[config.mk]
export PLATFORM = sky130hd
export DESIGN_NAME = integer_to_radix_ascii
export DESIGN_NICKNAME = d
export VERILOG_FILES = /design/src/design/itra_pkg.sv /design/src/design/itra_seq.sv /design/src/design/itra_div.sv /design/src/design/itra_dstore.sv /design/src/design/integer_to_radix_ascii.sv
export VERILOG_INCLUDE_DIRS = /design/src /design/src/design
export SDC_FILE = /design/constraint.sdc
export NUM_CORES = 1
export LEC_CHECK = 0
export BUFFER_PORTS_ARGS = -buffer_cell sky130_fd_sc_hd__buf_4
export CAP_MARGIN = 20
export CORE_MARGIN = 2
export CORE_UTILIZATION = 45
export DETAILED_ROUTE_END_ITERATION = 12
export GPL_ROUTABILITY_DRIVEN = 0
export HOLD_SLACK_MARGIN = 0.02
export PLACE_DENSITY = 0.61
export RECOVER_POWER = 100
export SYNTH_ARGS = -nofsm -noshare
export SYNTH_HDL_FRONTEND = slang
export SYNTH_SLANG_ARGS = --single-unit
export TNS_END_PERCENT = 10
[constraint.sdc]
create_clock -name clk -period 6.05 [get_ports clk]
set_input_delay 0.9075 -clock clk [delete_from_list [all_inputs] [get_ports clk]]
set_output_delay 0.9075 -clock clk [all_outputs]
set_load 0.005 [all_outputs]
[src/design/integer_to_radix_ascii_assert.svh]
// Assertion macros shared by the integer to radix text converter.
`ifndef INTEGER_TO_RADIX_ASCII_ASSERT_SVH
`define INTEGER_TO_RADIX_ASCII_ASSERT_SVH

// Checks that a condition implies a consequence in the same cycle.
`define ITRA_ASSERT_IMPLIES(lbl, ante, cons) \
    lbl: assert property (@(posedge clk) disable iff (!rst_n) (ante) |-> (cons)) \
        else $error("assertion failed");

// Checks that a condition implies a consequence in the next cycle.
`define ITRA_ASSERT_NEXT(lbl, ante, cons) \
    lbl: assert property (@(posedge clk) disable iff (!rst_n) (ante) |=> (cons)) \
        else $error("assertion failed");

// Checks that a condition holds at every clock edge out of reset.
`define ITRA_ASSERT_ALWAYS(lbl, cond) \
    lbl: assert property (@(posedge clk) disable iff (!rst_n) (cond)) \
        else $error("assertion failed");

`endif

[src/design/itra_pkg.sv]
// Package with types, constants, microcode and helper functions of the converter.
package itra_pkg;

    localparam int VALUE_WIDTH_DEF = 32;
    localparam int RADIX_W = 6;
    localparam int DIGIT_W = 6;
    localparam int CHAR_W = 8;
    localparam int STEP_W = 3;

    localparam logic [RADIX_W-1:0] RADIX_RESET = 6'd10;
    localparam logic [RADIX_W-1:0] RADIX_MIN = 6'd2;
    localparam logic [RADIX_W-1:0] RADIX_MAX = 6'd62;

    localparam logic [CHAR_W-1:0] CHAR_ZERO = 8'h30;
    localparam logic [CHAR_W-1:0] CHAR_UPPER_A = 8'h41;
    localparam logic [CHAR_W-1:0] CHAR_LOWER_A = 8'h61;
    localparam logic [CHAR_W-1:0] CHAR_MINUS = 8'h2d;
    localparam logic [DIGIT_W-1:0] DIGIT_TEN = 6'd10;
    localparam logic [DIGIT_W-1:0] DIGIT_LOWER = 6'd36;

    typedef logic [STEP_W-1:0] step_t;

    localparam step_t STEP_IDLE = 3'd0;
    localparam step_t STEP_DIV_GO = 3'd1;
    localparam step_t STEP_DIV_WAIT = 3'd2;
    localparam step_t STEP_TEST = 3'd3;
    localparam step_t STEP_SIGN_TEST = 3'd4;
    localparam step_t STEP_SIGN = 3'd5;
    localparam step_t STEP_READ = 3'd6;
    localparam step_t STEP_EMIT = 3'd7;

    typedef enum logic [2:0] {
        OP_NOP,
        OP_LOAD,
        OP_DIV_GO,
        OP_DIV_STORE,
        OP_EMIT_SIGN,
        OP_READ,
        OP_EMIT_DIGIT
    } op_t;

    typedef enum logic [2:0] {
        COND_ALWAYS,
        COND_IN_VALID,
        COND_DIV_DONE,
        COND_MAG_ZERO,
        COND_NEG,
        COND_OUT_FREE,
        COND_CNT_NONZERO
    } cond_t;

    typedef struct packed {
        op_t   op;
        cond_t cond;
        step_t jump_true;
        step_t jump_false;
    } ucode_t;

    typedef struct packed {
        logic in_valid;
        logic div_done;
        logic mag_zero;
        logic neg;
        logic out_free;
        logic cnt_nonzero;
    } flags_t;

    typedef struct packed {
        op_t   op;
        step_t step;
    } ctrl_t;

    function automatic ucode_t ucode_rom(input step_t step);
        ucode_t w;
        unique case (step)
            STEP_IDLE:      w = '{OP_LOAD, COND_IN_VALID, STEP_DIV_GO, STEP_IDLE};
            STEP_DIV_GO:    w = '{OP_DIV_GO, COND_ALWAYS, STEP_DIV_WAIT, STEP_DIV_WAIT};
            STEP_DIV_WAIT:  w = '{OP_DIV_STORE, COND_DIV_DONE, STEP_TEST, STEP_DIV_WAIT};
            STEP_TEST:      w = '{OP_NOP, COND_MAG_ZERO, STEP_SIGN_TEST, STEP_DIV_GO};
            STEP_SIGN_TEST: w = '{OP_NOP, COND_NEG, STEP_SIGN, STEP_READ};
            STEP_SIGN:      w = '{OP_EMIT_SIGN, COND_OUT_FREE, STEP_READ, STEP_SIGN};
            STEP_READ:      w = '{OP_READ, COND_CNT_NONZERO, STEP_EMIT, STEP_IDLE};
            STEP_EMIT:      w = '{OP_EMIT_DIGIT, COND_OUT_FREE, STEP_READ, STEP_EMIT};
            default:        w = '{OP_NOP, COND_ALWAYS, STEP_IDLE, STEP_IDLE};
        endcase
        return w;
    endfunction

    function automatic logic [RADIX_W-1:0] radix_clamp(input logic [RADIX_W-1:0] r);
        logic [RADIX_W-1:0] c;
        if (r < RADIX_MIN)
        begin
            c = RADIX_MIN;
        end
        else if (r > RADIX_MAX)
        begin
            c = RADIX_MAX;
        end
        else
        begin
            c = r;
        end
        return c;
    endfunction

    function automatic logic [CHAR_W-1:0] digit_char(input logic [DIGIT_W-1:0] d);
        logic [CHAR_W-1:0] c;
        if (d >= DIGIT_LOWER)
        begin
            c = CHAR_LOWER_A + {2'b00, d - DIGIT_LOWER};
        end
        else if (d >= DIGIT_TEN)
        begin
            c = CHAR_UPPER_A + {2'b00, d - DIGIT_TEN};
        end
        else
        begin
            c = CHAR_ZERO + {2'b00, d};
        end
        return c;
    endfunction

endpackage

[src/design/itra_seq.sv]
// Microcode sequencer: step counter, control store lookup and conditional jumps.
module itra_seq
(
    input  logic             clk,
    input  logic             rst_n,
    input  itra_pkg::flags_t flags,
    output itra_pkg::ctrl_t  ctrl
);

    itra_pkg::step_t  step_reg;
    itra_pkg::step_t  step_next;
    itra_pkg::ucode_t uword;
    logic             cond_true;

    always_comb
    begin
        uword = itra_pkg::ucode_rom(step_reg);
        unique case (uword.cond)
            itra_pkg::COND_ALWAYS:      cond_true = 1'b1;
            itra_pkg::COND_IN_VALID:    cond_true = flags.in_valid;
            itra_pkg::COND_DIV_DONE:    cond_true = flags.div_done;
            itra_pkg::COND_MAG_ZERO:    cond_true = flags.mag_zero;
            itra_pkg::COND_NEG:         cond_true = flags.neg;
            itra_pkg::COND_OUT_FREE:    cond_true = flags.out_free;
            itra_pkg::COND_CNT_NONZERO: cond_true = flags.cnt_nonzero;
            default:                    cond_true = 1'b0;
        endcase
        step_next = cond_true ? uword.jump_true : uword.jump_false;
    end

    always_comb
    begin
        ctrl.op   = cond_true ? uword.op : itra_pkg::OP_NOP;
        ctrl.step = step_reg;
    end

    always_ff @(posedge clk or negedge rst_n)
    begin
        if (!rst_n)
        begin
            step_reg <= itra_pkg::STEP_IDLE;
        end
        else
        begin
            step_reg <= step_next;
        end
    end

endmodule

[src/design/itra_div.sv]
// Restoring divider that produces one quotient bit per cycle.
module itra_div
#(
    parameter int VALUE_WIDTH = itra_pkg::VALUE_WIDTH_DEF
)
(
    input  logic                         clk,
    input  logic                         rst_n,
    input  logic                         start,
    input  logic [VALUE_WIDTH-1:0]       dividend,
    input  logic [itra_pkg::RADIX_W-1:0] divisor,
    output logic [VALUE_WIDTH-1:0]       quotient,
    output logic [itra_pkg::DIGIT_W-1:0] remainder,
    output logic                         done
);

    localparam int CNT_W = $clog2(VALUE_WIDTH + 1);

    logic                         busy_reg;
    logic                         busy_next;
    logic                         done_reg;
    logic                         done_next;
    logic [CNT_W-1:0]             cnt_reg;
    logic [CNT_W-1:0]             cnt_next;
    logic [itra_pkg::DIGIT_W-1:0] rem_reg;
    logic [itra_pkg::DIGIT_W-1:0] rem_next;
    logic [VALUE_WIDTH-1:0]       quo_reg;
    logic [VALUE_WIDTH-1:0]       quo_next;
    logic [itra_pkg::DIGIT_W:0]   shifted;
    logic [itra_pkg::DIGIT_W:0]   trial;
    logic                         fits;

    always_comb
    begin
        shifted   = {rem_reg, quo_reg[VALUE_WIDTH-1]};
        fits      = shifted >= {1'b0, divisor};
        trial     = shifted - {1'b0, divisor};
        busy_next = busy_reg;
        done_next = 1'b0;
        cnt_next  = cnt_reg;
        rem_next  = rem_reg;
        quo_next  = quo_reg;
        if (start)
        begin
            busy_next = 1'b1;
            cnt_next  = CNT_W'(VALUE_WIDTH);
            rem_next  = '0;
            quo_next  = dividend;
        end
        else if (busy_reg)
        begin
            quo_next = {quo_reg[VALUE_WIDTH-2:0], fits};
            rem_next = fits ? trial[itra_pkg::DIGIT_W-1:0] : shifted[itra_pkg::DIGIT_W-1:0];
            cnt_next = cnt_reg - 1'b1;
            if (cnt_reg == CNT_W'(1))
            begin
                busy_next = 1'b0;
                done_next = 1'b1;
            end
        end
    end

    always_ff @(posedge clk or negedge rst_n)
    begin
        if (!rst_n)
        begin
            busy_reg <= 1'b0;
            done_reg <= 1'b0;
            cnt_reg  <= '0;
        end
        else
        begin
            busy_reg <= busy_next;
            done_reg <= done_next;
            cnt_reg  <= cnt_next;
        end
    end

    always_ff @(posedge clk)
    begin
        rem_reg <= rem_next;
        quo_reg <= quo_next;
    end

    assign quotient  = quo_reg;
    assign remainder = rem_reg;
    assign done      = done_reg;

endmodule

[src/design/itra_dstore.sv]
// Digit store: one write port and one registered read port.
module itra_dstore
#(
    parameter int DEPTH = itra_pkg::VALUE_WIDTH_DEF
)
(
    input  logic                         clk,
    input  logic                         we,
    input  logic [$clog2(DEPTH)-1:0]     waddr,
    input  logic [itra_pkg::DIGIT_W-1:0] wdata,
    input  logic                         re,
    input  logic [$clog2(DEPTH)-1:0]     raddr,
    output logic [itra_pkg::DIGIT_W-1:0] rdata
);

    logic [itra_pkg::DIGIT_W-1:0] mem [DEPTH];
    logic [itra_pkg::DIGIT_W-1:0] rdata_reg;

    always_ff @(posedge clk)
    begin
        if (we)
        begin
            mem[waddr] <= wdata;
        end
    end

    always_ff @(posedge clk)
    begin
        if (re)
        begin
            rdata_reg <= mem[raddr];
        end
    end

    assign rdata = rdata_reg;

endmodule

[src/design/integer_to_radix_ascii.sv]
// Integer to radix text converter: top level with datapath registers and output stage.
//
// A signed integer arrives on the s_axis channel; its text in the base held in
// the radix register leaves on the m_axis channel, one ASCII character per
// transfer, most significant digit first, with a leading minus for negatives.
// tlast marks the final character of each value. The user must write the radix over
// the cfg channel only while the block is idle; the block itself does not enforce it.
// Codes below 2 act as 2, above 62 as 62. A microcoded sequencer runs a restoring
// divider that yields one quotient bit per cycle for each digit and stores each
// remainder as a digit; the digits are then read back and emitted, after the minus
// sign for negatives. The next item is accepted once the sequencer has returned to
// idle via its read step after the last character is placed in the output
// register, while that character may still wait there.
// A stalled receiver holds the output register and the sequencer waits.
// Reset empties the output register, returns to idle and sets the radix to 10.
module integer_to_radix_ascii
#(
    parameter int VALUE_WIDTH = itra_pkg::VALUE_WIDTH_DEF
)
(
    input  logic                                 clk,
    input  logic                                 rst_n,
    input  logic                                 s_axis_tvalid,
    output logic                                 s_axis_tready,
    // Fields from bit 0: value.
    input  logic [((VALUE_WIDTH + 7) / 8) * 8-1:0] s_axis_tdata,
    output logic                                 m_axis_tvalid,
    input  logic                                 m_axis_tready,
    // Fields from bit 0: character.
    output logic [itra_pkg::CHAR_W-1:0]          m_axis_tdata,
    output logic                                 m_axis_tlast,
    input  logic                                 cfg_valid,
    output logic                                 cfg_ready,
    input  logic [itra_pkg::RADIX_W-1:0]         cfg_data
);

    `include "integer_to_radix_ascii_assert.svh"

    localparam int CNT_W = $clog2(VALUE_WIDTH + 1);
    localparam int AW = $clog2(VALUE_WIDTH);

    itra_pkg::flags_t             flags;
    itra_pkg::ctrl_t              ctrl;
    logic [itra_pkg::RADIX_W-1:0] radix_reg;
    logic [VALUE_WIDTH-1:0]       mag_reg;
    logic [VALUE_WIDTH-1:0]       mag_next;
    logic                         neg_reg;
    logic                         neg_next;
    logic [CNT_W-1:0]             count_reg;
    logic [CNT_W-1:0]             count_next;
    logic [CNT_W-1:0]             count_dec;
    logic                         out_valid_reg;
    logic                         out_valid_next;
    logic [itra_pkg::CHAR_W-1:0]  out_char_reg;
    logic [itra_pkg::CHAR_W-1:0]  out_char_next;
    logic                         out_last_reg;
    logic                         out_last_next;
    logic [VALUE_WIDTH-1:0]       in_value;
    logic [VALUE_WIDTH-1:0]       quotient;
    logic [itra_pkg::DIGIT_W-1:0] remainder;
    logic [itra_pkg::DIGIT_W-1:0] rd_digit;
    logic                         div_done;
    logic                         store_we;

    assign in_value  = s_axis_tdata[VALUE_WIDTH-1:0];
    assign count_dec = count_reg - 1'b1;
    assign store_we  = (ctrl.op == itra_pkg::OP_DIV_STORE) && (count_reg < CNT_W'(VALUE_WIDTH));

    always_comb
    begin
        flags.in_valid    = s_axis_tvalid;
        flags.div_done    = div_done;
        flags.mag_zero    = mag_reg == '0;
        flags.neg         = neg_reg;
        flags.out_free    = !out_valid_reg || m_axis_tready;
        flags.cnt_nonzero = count_reg != '0;
    end

    itra_seq u_seq
    (
        .clk   (clk),
        .rst_n (rst_n),
        .flags (flags),
        .ctrl  (ctrl)
    );

    itra_div #(
        .VALUE_WIDTH (VALUE_WIDTH)
    ) u_div
    (
        .clk       (clk),
        .rst_n     (rst_n),
        .start     (ctrl.op == itra_pkg::OP_DIV_GO),
        .dividend  (mag_reg),
        .divisor   (itra_pkg::radix_clamp(radix_reg)),
        .quotient  (quotient),
        .remainder (remainder),
        .done      (div_done)
    );

    itra_dstore #(
        .DEPTH (VALUE_WIDTH)
    ) u_dstore
    (
        .clk   (clk),
        .we    (store_we),
        .waddr (count_reg[AW-1:0]),
        .wdata (remainder),
        .re    (ctrl.op == itra_pkg::OP_READ),
        .raddr (count_dec[AW-1:0]),
        .rdata (rd_digit)
    );

    always_comb
    begin
        mag_next       = mag_reg;
        neg_next       = neg_reg;
        count_next     = count_reg;
        out_valid_next = out_valid_reg && !m_axis_tready;
        out_char_next  = out_char_reg;
        out_last_next  = out_last_reg;
        unique case (ctrl.op)
            itra_pkg::OP_LOAD:
            begin
                neg_next   = in_value[VALUE_WIDTH-1];
                mag_next   = in_value[VALUE_WIDTH-1] ? (~in_value + 1'b1) : in_value;
                count_next = '0;
            end
            itra_pkg::OP_DIV_STORE:
            begin
                mag_next = quotient;
                if (store_we)
                begin
                    count_next = count_reg + 1'b1;
                end
            end
            itra_pkg::OP_READ:
            begin
                count_next = count_dec;
            end
            itra_pkg::OP_EMIT_SIGN:
            begin
                out_valid_next = 1'b1;
                out_char_next  = itra_pkg::CHAR_MINUS;
                out_last_next  = 1'b0;
            end
            itra_pkg::OP_EMIT_DIGIT:
            begin
                out_valid_next = 1'b1;
                out_char_next  = itra_pkg::digit_char(rd_digit);
                out_last_next  = count_reg == '0;
            end
            default:
            begin
                mag_next = mag_reg;
            end
        endcase
    end

    always_ff @(posedge clk or negedge rst_n)
    begin
        if (!rst_n)
        begin
            radix_reg     <= itra_pkg::RADIX_RESET;
            neg_reg       <= 1'b0;
            count_reg     <= '0;
            mag_reg       <= '0;
            out_valid_reg <= 1'b0;
        end
        else
        begin
            if (cfg_valid)
            begin
                radix_reg <= cfg_data;
            end
            neg_reg       <= neg_next;
            count_reg     <= count_next;
            mag_reg       <= mag_next;
            out_valid_reg <= out_valid_next;
        end
    end

    always_ff @(posedge clk)
    begin
        out_char_reg <= out_char_next;
        out_last_reg <= out_last_next;
    end

    assign s_axis_tready = ctrl.step == itra_pkg::STEP_IDLE;
    assign m_axis_tvalid = out_valid_reg;
    assign m_axis_tdata  = out_char_reg;
    assign m_axis_tlast  = out_last_reg;
    assign cfg_ready     = 1'b1;

    `ITRA_ASSERT_NEXT(a_load_clears_count, s_axis_tvalid && s_axis_tready, count_reg == '0)
    `ITRA_ASSERT_ALWAYS(a_count_in_range, count_reg <= CNT_W'(VALUE_WIDTH))
    `ITRA_ASSERT_IMPLIES(a_div_done_when_waiting, div_done,
        ctrl.step == itra_pkg::STEP_DIV_WAIT)
    `ITRA_ASSERT_IMPLIES(a_emit_only_when_free,
        ctrl.op == itra_pkg::OP_EMIT_DIGIT || ctrl.op == itra_pkg::OP_EMIT_SIGN,
        !m_axis_tvalid || m_axis_tready)

endmodule
Yosys cells after proc, flatten, opt, wreduce, memory -nomap -nowiden
Memories as Yosys holds them, arrays and structs flattened. A register that Yosys moved wholly into a read port is not among the register bits.
Index checks and enable logic that the tools add are counted.
W data, S select, Z words.
{"block": "op_classes", "add_sub_neg": 10, "n_lt_le_gt_ge": 6, "n_eq_ne": 14, "muxes": 27, "bitwise": 1, "n_reduce_logical": 16}
{"operator": "$mux W32", "count": 3}
{"operator": "$pmux W32 S2", "count": 1}
{"operator": "$mux W6", "count": 6}
{"operator": "$add A32 B1 Y32 const B", "count": 1}
{"operator": "$logic_not A32 Y1", "count": 1}
{"operator": "$not A32 Y32", "count": 1}
{"operator": "$eq A3 B3 Y1 const B", "count": 6}
{"operator": "$pmux W6 S3", "count": 1}
{"operator": "$add A7 B6 Y8 const A", "count": 2}
{"operator": "$mux W8", "count": 2}
{"operator": "$pmux W8 S2", "count": 1}
{"operator": "$eq A3 B2 Y1 const B", "count": 4}
{"operator": "$sub A6 B1 Y6 const B", "count": 2}
{"operator": "$mux W1", "count": 9}
{"operator": "$add A6 B6 Y7 const A", "count": 1}
{"operator": "$ge A7 B6 Y1", "count": 1}
{"operator": "$pmux W1 S7", "count": 1}
{"operator": "$add A6 B1 Y6 const B", "count": 1}
{"operator": "$eq A3 B1 Y1 const B", "count": 2}
{"operator": "$eq A6 B1 Y1 const B", "count": 1}
{"operator": "$ge A6 B4 Y1 const B", "count": 1}
{"operator": "$ge A6 B6 Y1 const B", "count": 1}
{"operator": "$gt A6 B6 Y1 const B", "count": 1}
{"operator": "$logic_not A3 Y1", "count": 2}
{"operator": "17 further kinds", "count": 22}
{"block": "word_totals", "regBits": 104, "mem_bits_rw": 192, "romBits": 96, "in_bits": 43, "out_inout_bits": 12, "elab_cells": 89, "mem_count": 2}
{"memory": "u_dstore.mem", "words": 32, "width": 6, "read_ports": 1, "rd_ports_with_merged_regs": 1, "write_ports": 1, "line_no": "itra_dstore.sv:16", "source": "logic [itra_pkg::DIGIT_W-1:0] mem [DEPTH];"}
{"memory": "(no name shown)", "words": 8, "width": 12, "read_ports": 1, "rd_ports_with_merged_regs": 0, "write_ports": 0, "line_no": "itra_pkg.sv:75", "source": "unique case (step)"}

Logic depth before layout (Yosys ltp)
Gate-level depths: netlist of run 1.
{"block": "depth", "depth_word": 8, "mapped_depth": 12, "depth_no_buf": 12}

Cells and area by module
Synthesis of run 1 repeated with hierarchy kept, for this count alone.
{"block": "unflattened", "cells_unflattened": 1001, "hier_area_um2": 14279.9}
{"module": "itra_dstore", "n_inst": 1, "cells_per_inst": 323, "area_each_um2": 7649.8, "seq_area_each_um2": 5945.7}
{"module": "integer_to_radix_ascii", "n_inst": 1, "cells_per_inst": 468, "area_each_um2": 4033.9, "seq_area_each_um2": 1423.9}
{"module": "itra_div", "n_inst": 1, "cells_per_inst": 178, "area_each_um2": 2298.5, "seq_area_each_um2": 1281.2}
{"module": "itra_seq", "n_inst": 1, "cells_per_inst": 32, "area_each_um2": 297.8, "seq_area_each_um2": 75.1}

Worst setup path before layout of run 1
No wires, ideal clock.
{"block": "synth_path", "path_type": "register to register", "startpoint": "reg u_seq.step_reg[0]", "endpoint": "reg out_char_reg, in the netlist m_axis_tdata[2] (data pin)", "setup_ns": 0.260, "t_arrival_ns": 3.943, "required_ns": 5.790, "setup_slack_ns": 1.847, "stages_incl_launch_ff": 8, "path_buffers": 0, "period_less_slack_ns": 4.203, "path_cell_list": "dfrtp_1 > inv_1 > ha_1 > nor2b_1 > nor2_1 > a2111oi_0 > nand3_1 > a211o_1"}
{"block": "synth_via", "elab_chain_len": 6, "elab_cells_between_ends": 13, "cone_classes": "eq/ne: 8; mux: 3; reduce/logical: 1; memory: 1"}
{"element": "from (decl)", "line_no": "itra_seq.sv:10", "source": "itra_pkg::step_t step_reg;"}
{"element": "from (signal assigned)", "line_no": "itra_seq.sv:41", "source": "step_reg <= itra_pkg::STEP_IDLE;"}
{"element": "from (signal assigned)", "line_no": "itra_seq.sv:45", "source": "step_reg <= step_next;"}
{"element": "$mem_v2 Z8 W12 *"}
{"element": "$eq A3 B3 Y1 (tied with other cells)", "line_no": "itra_seq.sv:18", "source": "unique case (uword.cond)"}
{"element": "$pmux W1 S7", "line_no": "itra_seq.sv:18"}
{"element": "$mux W3 *", "line_no": "itra_seq.sv:33", "source": "ctrl.op = cond_true ? uword.op : itra_pkg::OP_NOP;"}
{"element": "$eq A3 B3 Y1", "line_no": "integer_to_radix_ascii.sv:122", "source": "unique case (ctrl.op)"}
{"element": "$pmux W8 S2 *", "line_no": "integer_to_radix_ascii.sv:122"}
{"element": "to (signal assigned)", "line_no": "integer_to_radix_ascii.sv:185", "source": "out_char_reg <= out_char_next;"}
{"element": "to (decl)", "line_no": "integer_to_radix_ascii.sv:54", "source": "logic [itra_pkg::CHAR_W-1:0] out_char_reg;"}
Mark *: on every way between the ends. The rest lies on a longest branch, timed or not.
A chain may end at the register's enable or synchronous reset.

Worst setup path after layout of run 1
{"block": "layout_path", "startpoint": "reg count_reg[2]", "endpoint": "reg mag_reg[0]"}
{"block": "layout_via", "elab_chain_len": 5, "elab_cells_between_ends": 7, "cone_classes": "eq/ne: 2; mux: 3; reduce/logical: 2"}
{"element": "from (decl)", "line_no": "integer_to_radix_ascii.sv:49", "source": "logic [CNT_W-1:0] count_reg;"}
{"element": "from (signal assigned)", "line_no": "integer_to_radix_ascii.sv:177", "source": "count_reg <= count_next;"}
{"element": "$reduce_bool A6 Y1 *", "line_no": "integer_to_radix_ascii.sv:76", "source": "flags.cnt_nonzero = count_reg != '0;"}
{"element": "$pmux W1 S7 *", "line_no": "itra_seq.sv:18"}
{"element": "$mux W3 *", "line_no": "itra_seq.sv:33"}
{"element": "$eq A3 B2 Y1 or $eq A3 B1 Y1 (tied branches)", "line_no": "integer_to_radix_ascii.sv:122"}
{"element": "$pmux W32 S2 or $reduce_bool A2 Y1 (tied branches)"}
{"element": "to (signal assigned)", "line_no": "integer_to_radix_ascii.sv:178", "source": "mag_reg <= mag_next;"}
{"element": "to (decl)", "line_no": "integer_to_radix_ascii.sv:45", "source": "logic [VALUE_WIDTH-1:0] mag_reg;"}
Marks and branches as above.

==> results.toml, run 1 <==
[place]
dp_hpwl_mm = 19.7
dp.cells = 1395
place_ws_ps = 1890
io_buffer_count = 53

[timing]
min_period_over_period = 0.803
skew_ps = 23.4
fin_ws_ps = 1190
fmax_mhz = 206
min_period_ps = 4860
max_slew_margin = -1.20
fin_tns_setup_ps = 0
final_max_slew_viol_count = 341
final_hold_viol_count = 0
rsz0062_at_grt = "false"
tightest_slew_ps = 3310
finalSetupViolCount = 0

[global_route]
overflow = 0
antenna_found_initial = 0
grt_max_degree = 58
grt_pass1_vias = 8252
grt_first_pass_wirelength_mm = 47.7
grt.total_usage = 0.186

[pwr]
power.net_switching_w = 0.00276
p_int_w = 0.00530
power.total_w = 0.00806
p_leak_nw = 5.58
p_seq_frac = 0.391
power.density_nw_per_um2 = 502
ir_drop_mv = 0.276
power_frac_clock = 0.245
switching_share = 0.342
pwr-share-comb = 0.363

[synth]
synth_common_cells = "239 x edfxtp_1, 97 x nor2_1, 60 x mux4_2, 58 x mux2_2, 55 x dfrtp_1"
synth.largest_area_cell = "edfxtp_1"
synth_most_common_cell = "edfxtp_1"
synth-async-reset-ratio = 0.189
synth_fp_nets = 1052
synth_ff_type = "edfxtp_1"
netlist_area_um2 = 14300
synth_area_leaders = "edfxtp_1 50%, dfrtp_1 9.6%, mux4_2 9.5%"
synth_edf_count = 239
yosysSeqAreaShare = 0.611
yosysTopAreaCellShare = 0.502
syn_avg_cell_area_um2 = 14.6
yosysWarnings = 0
synth_seq_cells = 302
syn_inst = 976
synth_cell_types = 71

[clock_network]
cts_buffers = 34
cts_buffer_depth = 3
cts_root_buf = "clkbuf_16"
ctsResizeCount = 0
postCtsSetupRepairBufs = 0
cts_num_sinks = 302
cts_tree = "yes"
clock_latency_ps = 530
clkSlewWorstSetupHoldPaths_ps = 60
cts_hold_buf = 0
h-tree-depth = 2

[cells_and_area]
antenna_cells = 0
drive_above_1_share = 0.225
fill_cells = 2689
seqCellArea_um2 = 8730
final_util = 0.512
largest_register_ffs = 192
multiInputGateArea_um2 = 5160
final_nets = 1106
stdcell_count = 1458
area_growth_pct = 12.4

[routing]
routed_via_density = 5.62
wl_met3_mm = 1.36
drtIter0Drc = 629
wire_per_inst_um = 20.8
drt-total-wl_mm = 30.3
num_vias = 8201
detail_route.first_pass.iterations = 7
postRouteAntennaNets = 0
drc = 0
wl_met1_mm = 14.2
top_layer_used = "met4"
dr_wl_met2_mm = 14.2

[die]
die_x_um = 182
die_y_um = 182
die_area_um2 = 33200
start_util = 0.455
fp.coreArea_um2 = 31400
io_pins = 55
num_rows = 65

[setup_path]
worst-setup-path-type = "flip-flop to flip-flop"
crit_fanout = 32
r2r_start = "count_reg[2]$_DFFE_PN0P_"
crit_start = "count_reg[2]$_DFFE_PN0P_"
end_kind = "flip-flop"
critPathArrivalTime_ps = 5250
worstPathRequired_ps = 6440
start_kind = "flip-flop"

[status]
status = "finished with violations"
violations = "max-capacitance violations, max-slew violations"

[hold_path]
hp-start = "radix_reg[0]$_DFFE_PN0P_"
hold_class = "flip-flop to flip-flop"

[run]
drv_cap = 9
power by group through the flow:
stage | clock (W) | sequential (W) | combinational, W
5_1_grt | 0.00210 | 0.00320 | 0.00321
6_report | 0.00198 | 0.00315 | 0.00293
3_3_place_gp | 0 | 0.00317 | 0.00301
4_1_cts | 0.00201 | 0.00314 | 0.00306
3_5_place_dp | 0 | 0.00317 | 0.00304
2_1_floorplan | 0 | 0.00317 | 0.00213
per-layer routing:
layer | up-vias | global-route usage
met5 | - | 0
met4 | 0 | 0.0481
met3 | 33 | 0.0269
met2 | 201 | 0.299
met1 | 4122 | 0.267
li1 | 3845 | -
through the flow:
stage          area (um2)  hold slack [ps]
2_1_floorplan       14300              473
3_3_place_gp        15100              499
3_5_place_dp        15100              503
4_1_cts             16200              503
5_1_grt             16100              528
6_report            16100              508
final cells by class:
cell class	count	area share
clock inverter	19	0.0110
tap	402	0.0313
inverter	31	0.00725
sequential	302	0.544
clock buffer	43	0.0563
timing repair buffer	68	0.0294
multi-input combinational	593	0.321
critical path, cell delays in order, from the launching register on:
cell and delay (ps):
dfrtp_1 550, or3_1 560, o311ai_0 680, a31oi_1 300
or3_1 610, nand3_1 130, clkbuf_1 1430, mux2_2 460
kinds of logic (layout without fill, tap and decap cells):
group,after synthesis,count (layout),share of synthesized area
flip-flops,302,302,0.611
other,1,1,0.000263
buffers and inverters,81,161,0.0242
multiplexers,140,140,0.157
AO/OA/AOI/OAI,137,137,0.0668
XOR/XNOR,52,52,0.0319
AND/OR/NAND/NOR,230,230,0.0796
adder cells (fa/ha/maj),33,33,0.0294
cell usage in the layout, fill, tap and decap left out, types with 4 or more instances in the layout:
master,instances
edfxtp_1,239
xnor2_1,16
o21ai_0,21
o21a_1,4
xor2_1,35
a21oi_1,47
inv_1,31
nor2_1,97
nor3_1,12
mux2_1,18
mux4_2,60
nor2b_1,12
a21o_1,4
clkbuf_1,18
nand4_1,8
mux2_2,54
a211o_1,5
dfxtp_1,6
o31ai_1,14
a211oi_1,7
clkbuf_16,34
clkinv_2,7
or2_2,4
nor4_1,13
clkinvlp_4,4
nand3b_1,4
nand2_1,33
dfrtp_1,54
ha_1,32
o41ai_1,9
mux2i_1,8
nand3_1,11
nand2b_1,7
buf_4,45
or3_1,9
clkbuf_4,11
worst paths after layout:
kind / to / slack (ps) / depth (start not counted)
worst max-delay path: mag_reg[0]$_DFFE_PN0P_ / 1190 / 7
worst min-delay path: radix_reg[0]$_DFFE_PN0P_ / 510 / 1
worst max register to register: mag_reg[0]$_DFFE_PN0P_ / 1190 / 7
worst min register to register: radix_reg[0]$_DFFE_PN0P_ / 510 / 1
max in group asynchronous: count_reg[0]$_DFFE_PN0P_ / 2210 / 1
min in group asynchronous: mag_reg[13]$_DFFE_PN0P_ / 1480 / 1
Power figures use the tool's default switching activity.
==> run 2, diff against run 1 <==
==> constraint.sdc (replaced) <==
create_clock -name clk -period 5.03 [get_ports clk]
set_input_delay 0.7545 -clock clk [delete_from_list [all_inputs] [get_ports clk]]
set_output_delay 0.7545 -clock clk [all_outputs]
set_load 0.005 [all_outputs]
==> run 2 against run 1 <==
The run still ends with max-capacitance violations, max-slew violations left. Total power up 21%. Non-clock buffer count up 1. Via count up 1.4%. Routed wire length up 2.1%. Design area up 0.30%. Sequential power up 20%. Fmax up 13%. Global-route usage up 0.27 points. Clock-buffer cell count up 4. Register-to-register slack worse by 440 ps. Core utilization up 0.15 points. Largest power group unchanged. Combinational power up 20%.
==> results.toml, run 2 (synthesis gave the netlist of run 1 again) <==
[pwr]
pwr-share-comb = 0.362
power.total_w = 0.00973
switching_share = 0.335
p_seq_frac = 0.390
power_frac_clock = 0.248
ir_drop_mv = 0.346
power.density_nw_per_um2 = 604
p_int_w = 0.00647
p_leak_nw = 5.59
power.net_switching_w = 0.00326

[status]
status = "finished with violations"
violations = "max-capacitance violations, max-slew violations"

[timing]
fmax_mhz = 233
final_max_slew_viol_count = 270
skew_ps = 24.2
min_period_ps = 4280
tightest_slew_ps = 3330
rsz0062_at_grt = "false"
fin_tns_setup_ps = 0
min_period_over_period = 0.852
max_slew_margin = -1.22
fin_ws_ps = 747
final_hold_viol_count = 0
finalSetupViolCount = 0

[setup_path]
r2r_slack_ps = 750
r2r_start = "count_reg[2]$_DFFE_PN0P_"
reg2reg_depth = 7
start_kind = "flip-flop"
crit_fanout = 32
end_kind = "flip-flop"
timing.rr.end = "mag_reg[17]$_DFFE_PN0P_"
critPathArrivalTime_ps = 4670
worst-setup-path-type = "flip-flop to flip-flop"
worstPathRequired_ps = 5410

[global_route]
grt_first_pass_wirelength_mm = 48.5
grt.total_usage = 0.188
antenna_found_initial = 0
overflow = 0
grt_pass1_vias = 8347
grt_max_degree = 58

[hold_path]
hold_path_depth = 3
hold_class = "primary input to flip-flop"
hp-start = "cfg_data[4]"
holdPathEnd = "radix_reg[4]$_DFFE_PN0P_"

[clock_network]
cts_hold_buf = 0
clkSlewWorstSetupHoldPaths_ps = 60
clock_latency_ps = 520
cts_tree = "yes"
cts_buffers = 35
postCtsSetupRepairBufs = 0
cts_buffer_depth = 3
ctsResizeCount = 0
cts_root_buf = "clkbuf_16"
h-tree-depth = 2
cts_num_sinks = 302

[place]
placed_cell_area_um2 = 15100
dp.cells = 1397
dp_hpwl_mm = 20.1
io_buffer_count = 53
place_ws_ps = 1190

[cells_and_area]
seqCellArea_um2 = 8730
antenna_cells = 0
multiInputGateArea_um2 = 5190
design_area_um2 = 16100
stdcell_count = 1460
final_nets = 1108
final_common_cell = "edfxtp_1"
layout_common_cells = "239 x edfxtp_1, 97 x nor2_1, 60 x mux4_2"
drive_above_1_share = 0.228
area_growth_pct = 12.8
fill_cells = 2663
largest_register_ffs = 192

[routing]
drtIter0Drc = 677
routed_via_density = 5.69
detail_route.first_pass.iterations = 5
drc = 0
wire_per_inst_um = 21.2
drt-total-wl_mm = 30.9
num_vias = 8313
postRouteAntennaNets = 0

[die]
fp.coreArea_um2 = 31400
die_x_um = 182
start_util = 0.455
die_y_um = 182
io_pins = 55
num_rows = 65
die_area_um2 = 33200

[run]
drv_cap = 7
[run 2: cell count changes in the layout (fill, tap and decap cells not counted), sizes merged]
cell / before / now
bufinv: 1 / 2
clkbuf: 65 / 69
inv: 34 / 32
buf: 46 / 47
clkinvlp: 4 / 2
[run 2: metrics by stage]
stage           util  hold WS, ps
6_report       0.513          468
5_1_grt        0.513          466
4_1_cts        0.516          355
3_5_place_dp   0.481          500
3_3_place_gp   0.481          491
2_1_floorplan      -          459
[run 2: per-layer routing]
layer / vias up / wire length [um] / track usage
li1: 3855 / - / -
met1: 4197 / 14800 / 0.282
met2: 223 / 14200 / 0.295
met3: 38 / 1400 / 0.0257
met4: 0 / 463 / 0.0419
met5: - / 0 / 0
[run 2: worst max path at each step]
| stage | from | to | slack, ps | depth (start not counted) |
|---|---|---|---|---|
| 6_report | count_reg[2]$_DFFE_PN0P_ | mag_reg[17]$_DFFE_PN0P_ | 750 | 7 |
| 5_1_grt | count_reg[2]$_DFFE_PN0P_ | mag_reg[28]$_DFFE_PN0P_ | 540 | 7 |
| 4_1_cts | u_seq.step_reg[0]$_DFFE_PN0P_ | u_dstore.mem[21][1]$_DFFE_PP_ | 1160 | 8 |
| 3_5_place_dp | u_seq.step_reg[0]$_DFFE_PN0P_ | u_dstore.mem[27][4]$_DFFE_PP_ | 1190 | 8 |
| 3_3_place_gp | u_seq.step_reg[0]$_DFFE_PN0P_ | u_dstore.mem[22][4]$_DFFE_PP_ | 1270 | 8 |
| 2_1_floorplan | u_seq.step_reg[0]$_DFFE_PN0P_ | m_axis_tdata[2]$_SDFFCE_PP1P_ | 830 | 7 |
[run 2: critical path, cell delays in order, from the launching register on]
cell and delay, ps:
dfrtp_1 560, or3_1 530, o311ai_0 910, a31oi_4 250, or3_1 600, nand3_1 140, clkbuf_2 710, mux2_2 420
[run 2: power groups by stage]
| stage | logic (W) | clock network [W] | registers [W] |
|---|---|---|---|
| after floorplan | 0.00256 | 0 | 0.00381 |
| after global routing | 0.00385 | 0.00256 | 0.00385 |
| after detailed placement | 0.00362 | 0 | 0.00382 |
| after CTS | 0.00363 | 0.00246 | 0.00377 |
| final | 0.00352 | 0.00241 | 0.00379 |
| after global placement | 0.00357 | 0 | 0.00382 |
[run 2: final cells by class]
class | instances | area share
Clock inverter | 16 | 0.00886
Sequential cell | 302 | 0.542
Tap cell | 402 | 0.0312
Timing Repair Buffer | 69 | 0.0294
Inverter | 31 | 0.00722
Multi-Input combinational cell | 593 | 0.322
Clock buffer | 47 | 0.0591
==> run 3, diff against run 2 <==
--- a/config.mk
+++ b/config.mk
@@ -6,6 +6,7 @@
 export SDC_FILE = /design/constraint.sdc
 export NUM_CORES = 1
 export LEC_CHECK = 0
+export ABC_CLOCK_PERIOD_IN_PS = 5030
 export BUFFER_PORTS_ARGS = -buffer_cell sky130_fd_sc_hd__buf_4
 export CAP_MARGIN = 20
 export CORE_MARGIN = 2
@@ -13,9 +14,11 @@
 export DETAILED_ROUTE_END_ITERATION = 12
 export GPL_ROUTABILITY_DRIVEN = 0
 export HOLD_SLACK_MARGIN = 0.02
+export MAX_ROUTING_LAYER = met4
 export PLACE_DENSITY = 0.61
 export RECOVER_POWER = 100
 export SYNTH_ARGS = -nofsm -noshare
 export SYNTH_HDL_FRONTEND = slang
+export SYNTH_HIERARCHICAL = 1
 export SYNTH_SLANG_ARGS = --single-unit
 export TNS_END_PERCENT = 10
==> run 3 against run 2 <==
The run still ends with max-capacitance violations, max-slew violations left. Total power fell by 30%. Non-clock buffer count did not move. Critical path type unchanged. Hold slack improved by 1.1 ps. Synthesized cell count rose by 2.6%. Global-route usage rose by 0.82 points. Clock power rose by 3%. Highest routed layer unchanged. Critical path depth rose by 5.
==> results.toml, run 3 <==
[status]
status = "finished with violations"
violations = "max-capacitance violations, max-slew violations"

[global_route]
grt_first_pass_wirelength_mm = 49.2
met2_usage = 0.309
antenna_found_initial = 0
overflow = 0
grt.total_usage = 0.196
grtUsageMet1 = 0.272
grt_max_degree = 58
grt_pass1_vias = 8689
busiest_layer = "met2"
grt_use_met3 = 0.0251

[synth]
synth_area_leaders = "edfxtp_1 50%, dfrtp_1 9.6%, mux4_2 9.5%"
synth-compound-area-share = 0.0787
synthAdderAreaFrac = 0.0277
synthSimpleGateAreaFrac = 0.0879
synth_edf_count = 239
synth.largest_area_cell = "edfxtp_1"
synth_most_common_cell = "edfxtp_1"
syn_inst = 1001
synth_top_family_by_area = "multiplexers"
synth_fp_nets = 1075
synth-async-reset-ratio = 0.189
yosysSeqAreaShare = 0.611
synth_seq_cells = 302
synth_cell_types = 74
syn_avg_cell_area_um2 = 14.3
synth_common_cells = "239 x edfxtp_1, 83 x nor2_1, 60 x mux4_2, 55 x dfrtp_1, 48 x o21ai_0"
synth_ff_type = "edfxtp_1"
yosysWarnings = 6
netlist_area_um2 = 14300
synth-xor-area-share = 0.0288
yosysTopAreaCellShare = 0.503
synthMuxAreaShare = 0.139

[cells_and_area]
final_nets = 1127
design_area_um2 = 16200
drive_above_1_share = 0.216
area_growth_pct = 13.2
final_common_cell = "edfxtp_1"
layout_common_cells = "239 x edfxtp_1, 83 x nor2_1, 60 x mux4_2"
antenna_cells = 0
largest_register_ffs = 192

[setup_path]
worst-setup-path-type = "flip-flop to flip-flop"
start_kind = "flip-flop"
crit_family = "simple AND/OR/NAND/NOR gates"
slowest_delay_ps = 590
crit_chain = "nor4_1, nand4_1, nor2_1, mux2i_1, a221o_1, a21oi_1, o21a_1, buf_4, clkinv_1, nor3_1, buf_4, mux2_2"
reg2reg_depth = 12
crit_slowest_cell = "nor3_1"
end_kind = "flip-flop"
worst-path-buf-inv = 3
crit_fanout = 39
cpMostUsedCell = "buf_4"
r2r_slack_ps = 620
critPathArrivalTime_ps = 4660
timing.rr.end = "u_div/quotient[4]$_DFFE_PP_"
r2r_start = "mag_reg[1]$_DFFE_PN0P_"
worstPathRequired_ps = 5280

[timing]
finalSetupViolCount = 0
fmax_mhz = 227
max_slew_margin = -1.20
fin_tns_setup_ps = 0
skew_ps = 14.3
min_period_over_period = 0.878
tightest_slew_ps = 3300
fin_ws_ps = 615
min_period_ps = 4410
whs_ps = 469
final_hold_viol_count = 0
rsz0062_at_grt = "false"
final_max_slew_viol_count = 224

[routing]
routed_via_density = 5.76
drc = 0
wire_per_inst_um = 20.9
drtIter0Drc = 630
drt-total-wl_mm = 31.0
postRouteAntennaNets = 0
num_vias = 8525
detail_route.first_pass.iterations = 5

[pwr]
power.total_w = 0.00680
power.density_nw_per_um2 = 421
p_leak_nw = 5.65
ir_drop_mv = 0.215

[hold_path]
hold_class = "primary input to flip-flop"
hp-start = "s_axis_tdata[30]"
hold_path_depth = 2
holdPathEnd = "mag_reg[31]$_DFFE_PN0P_"

[run]
drv_cap = 6

[die]
num_rows = 65
start_util = 0.455
die_y_um = 182
io_pins = 55
die_area_um2 = 33200
die_x_um = 182
fp.coreArea_um2 = 31400

[clock_network]
cts_root_buf = "clkbuf_16"
cts_buffer_depth = 3
cts_buffers = 35
clock_latency_ps = 500
h-tree-depth = 2
ctsResizeCount = 0
cts_hold_buf = 0
postCtsSetupRepairBufs = 0
clkSlewWorstSetupHoldPaths_ps = 60
cts_num_sinks = 302
cts_tree = "yes"

[place]
place_ws_ps = 976
dp_hpwl_mm = 20.2
placed_cell_area_um2 = 15100
io_buffer_count = 53
[run 3: cell count changes in the layout (fill, tap and decap cells not counted), moves of 5 or more]
cell      before  now
a21oi_1       47   42
and3_1         1   13
clkbuf_1      21   15
mux2_1        14    4
mux2_2        58   41
nand2_1       33   46
nor2_1        97   83
nor2b_1       12    7
o21ai_0       21   49
o22ai_1        2   10
o41ai_1        9    4
xor2_1        35   30
[run 3: worst max-delay path by stage]
stage                                  start                            end  slack, ps  cells after the start
5_1_grt               mag_reg[1]$_DFFE_PN0P_  u_dstore/mem[20][1]$_DFFE_PP_        300                     12
4_1_cts               mag_reg[1]$_DFFE_PN0P_    u_div/quotient[3]$_DFFE_PP_        950                     12
3_3_place_gp          mag_reg[1]$_DFFE_PN0P_  u_dstore/mem[20][2]$_DFFE_PP_        950                     12
6_report              mag_reg[1]$_DFFE_PN0P_    u_div/quotient[4]$_DFFE_PP_        620                     12
2_1_floorplan  u_seq/step_reg[0]$_DFFE_PN0P_    u_div/quotient[0]$_DFFE_PP_        860                     13
3_5_place_dp          mag_reg[1]$_DFFE_PN0P_    u_div/quotient[4]$_DFFE_PP_        980                     12
[run 3: per-stage QoR]
| stage | instances | utilization |
|---|---|---|
| floorplan | 1001 | - |
| global placement | 1418 | 0.481 |
| detailed placement | 1418 | 0.481 |
| CTS | 1480 | 0.517 |
| global route | 1480 | 0.515 |
| finish | 1480 | 0.515 |
[run 3: power by group]
part	internal [W]	switching, W	leakage [nW]	total, W
Sequential	0.00324	0.000273	2.92	0.00351
Clock	0.00153	0.000962	0.557	0.00249
Combinational	0.000342	0.000460	2.18	0.000802
Total	0.00511	0.00170	5.65	0.00680
[run 3: area by class of cell]
class | count | area [um2]
Fill cell | 2713 | 15200
Sequential cell | 302 | 8730
Multi-Input combinational cell | 610 | 5160
Clock buffer | 44 | 972
Tap cell | 402 | 503
Timing Repair Buffer | 69 | 493
Clock inverter | 18 | 175
Inverter | 35 | 131
[run 3: cells by family after synthesis]
| logic type | Yosys count |
|---|---|
| adders and majority gates | 31 |
| xor gates and xnor gates | 47 |
| buffers and inverters | 89 |
| other | 1 |
| DFF | 302 |
| AOI/OAI and AO/OA | 167 |
| and+or+nand+nor | 247 |
| muxes | 117 |
[run 3: worst register-to-register path: stages, from the launching register on]
cell and delay, ps:
dfrtp_1 400, nor4_1 420, nand4_1 200, nor2_1 200, mux2i_1 100, a221o_1 370
a21oi_1 320, o21a_1 200, buf_4 390, clkinv_1 160, nor3_1 590, buf_4 440
mux2_2 390
[run 3: routing by layer]
metal	routed length, um	part of all wire	vias to the layer above
li1	-	-	3957
met3	1370	0.044	55
met4	670	0.022	0
met5	0	0	-
met2	14900	0.48	226
met1	14100	0.45	4287
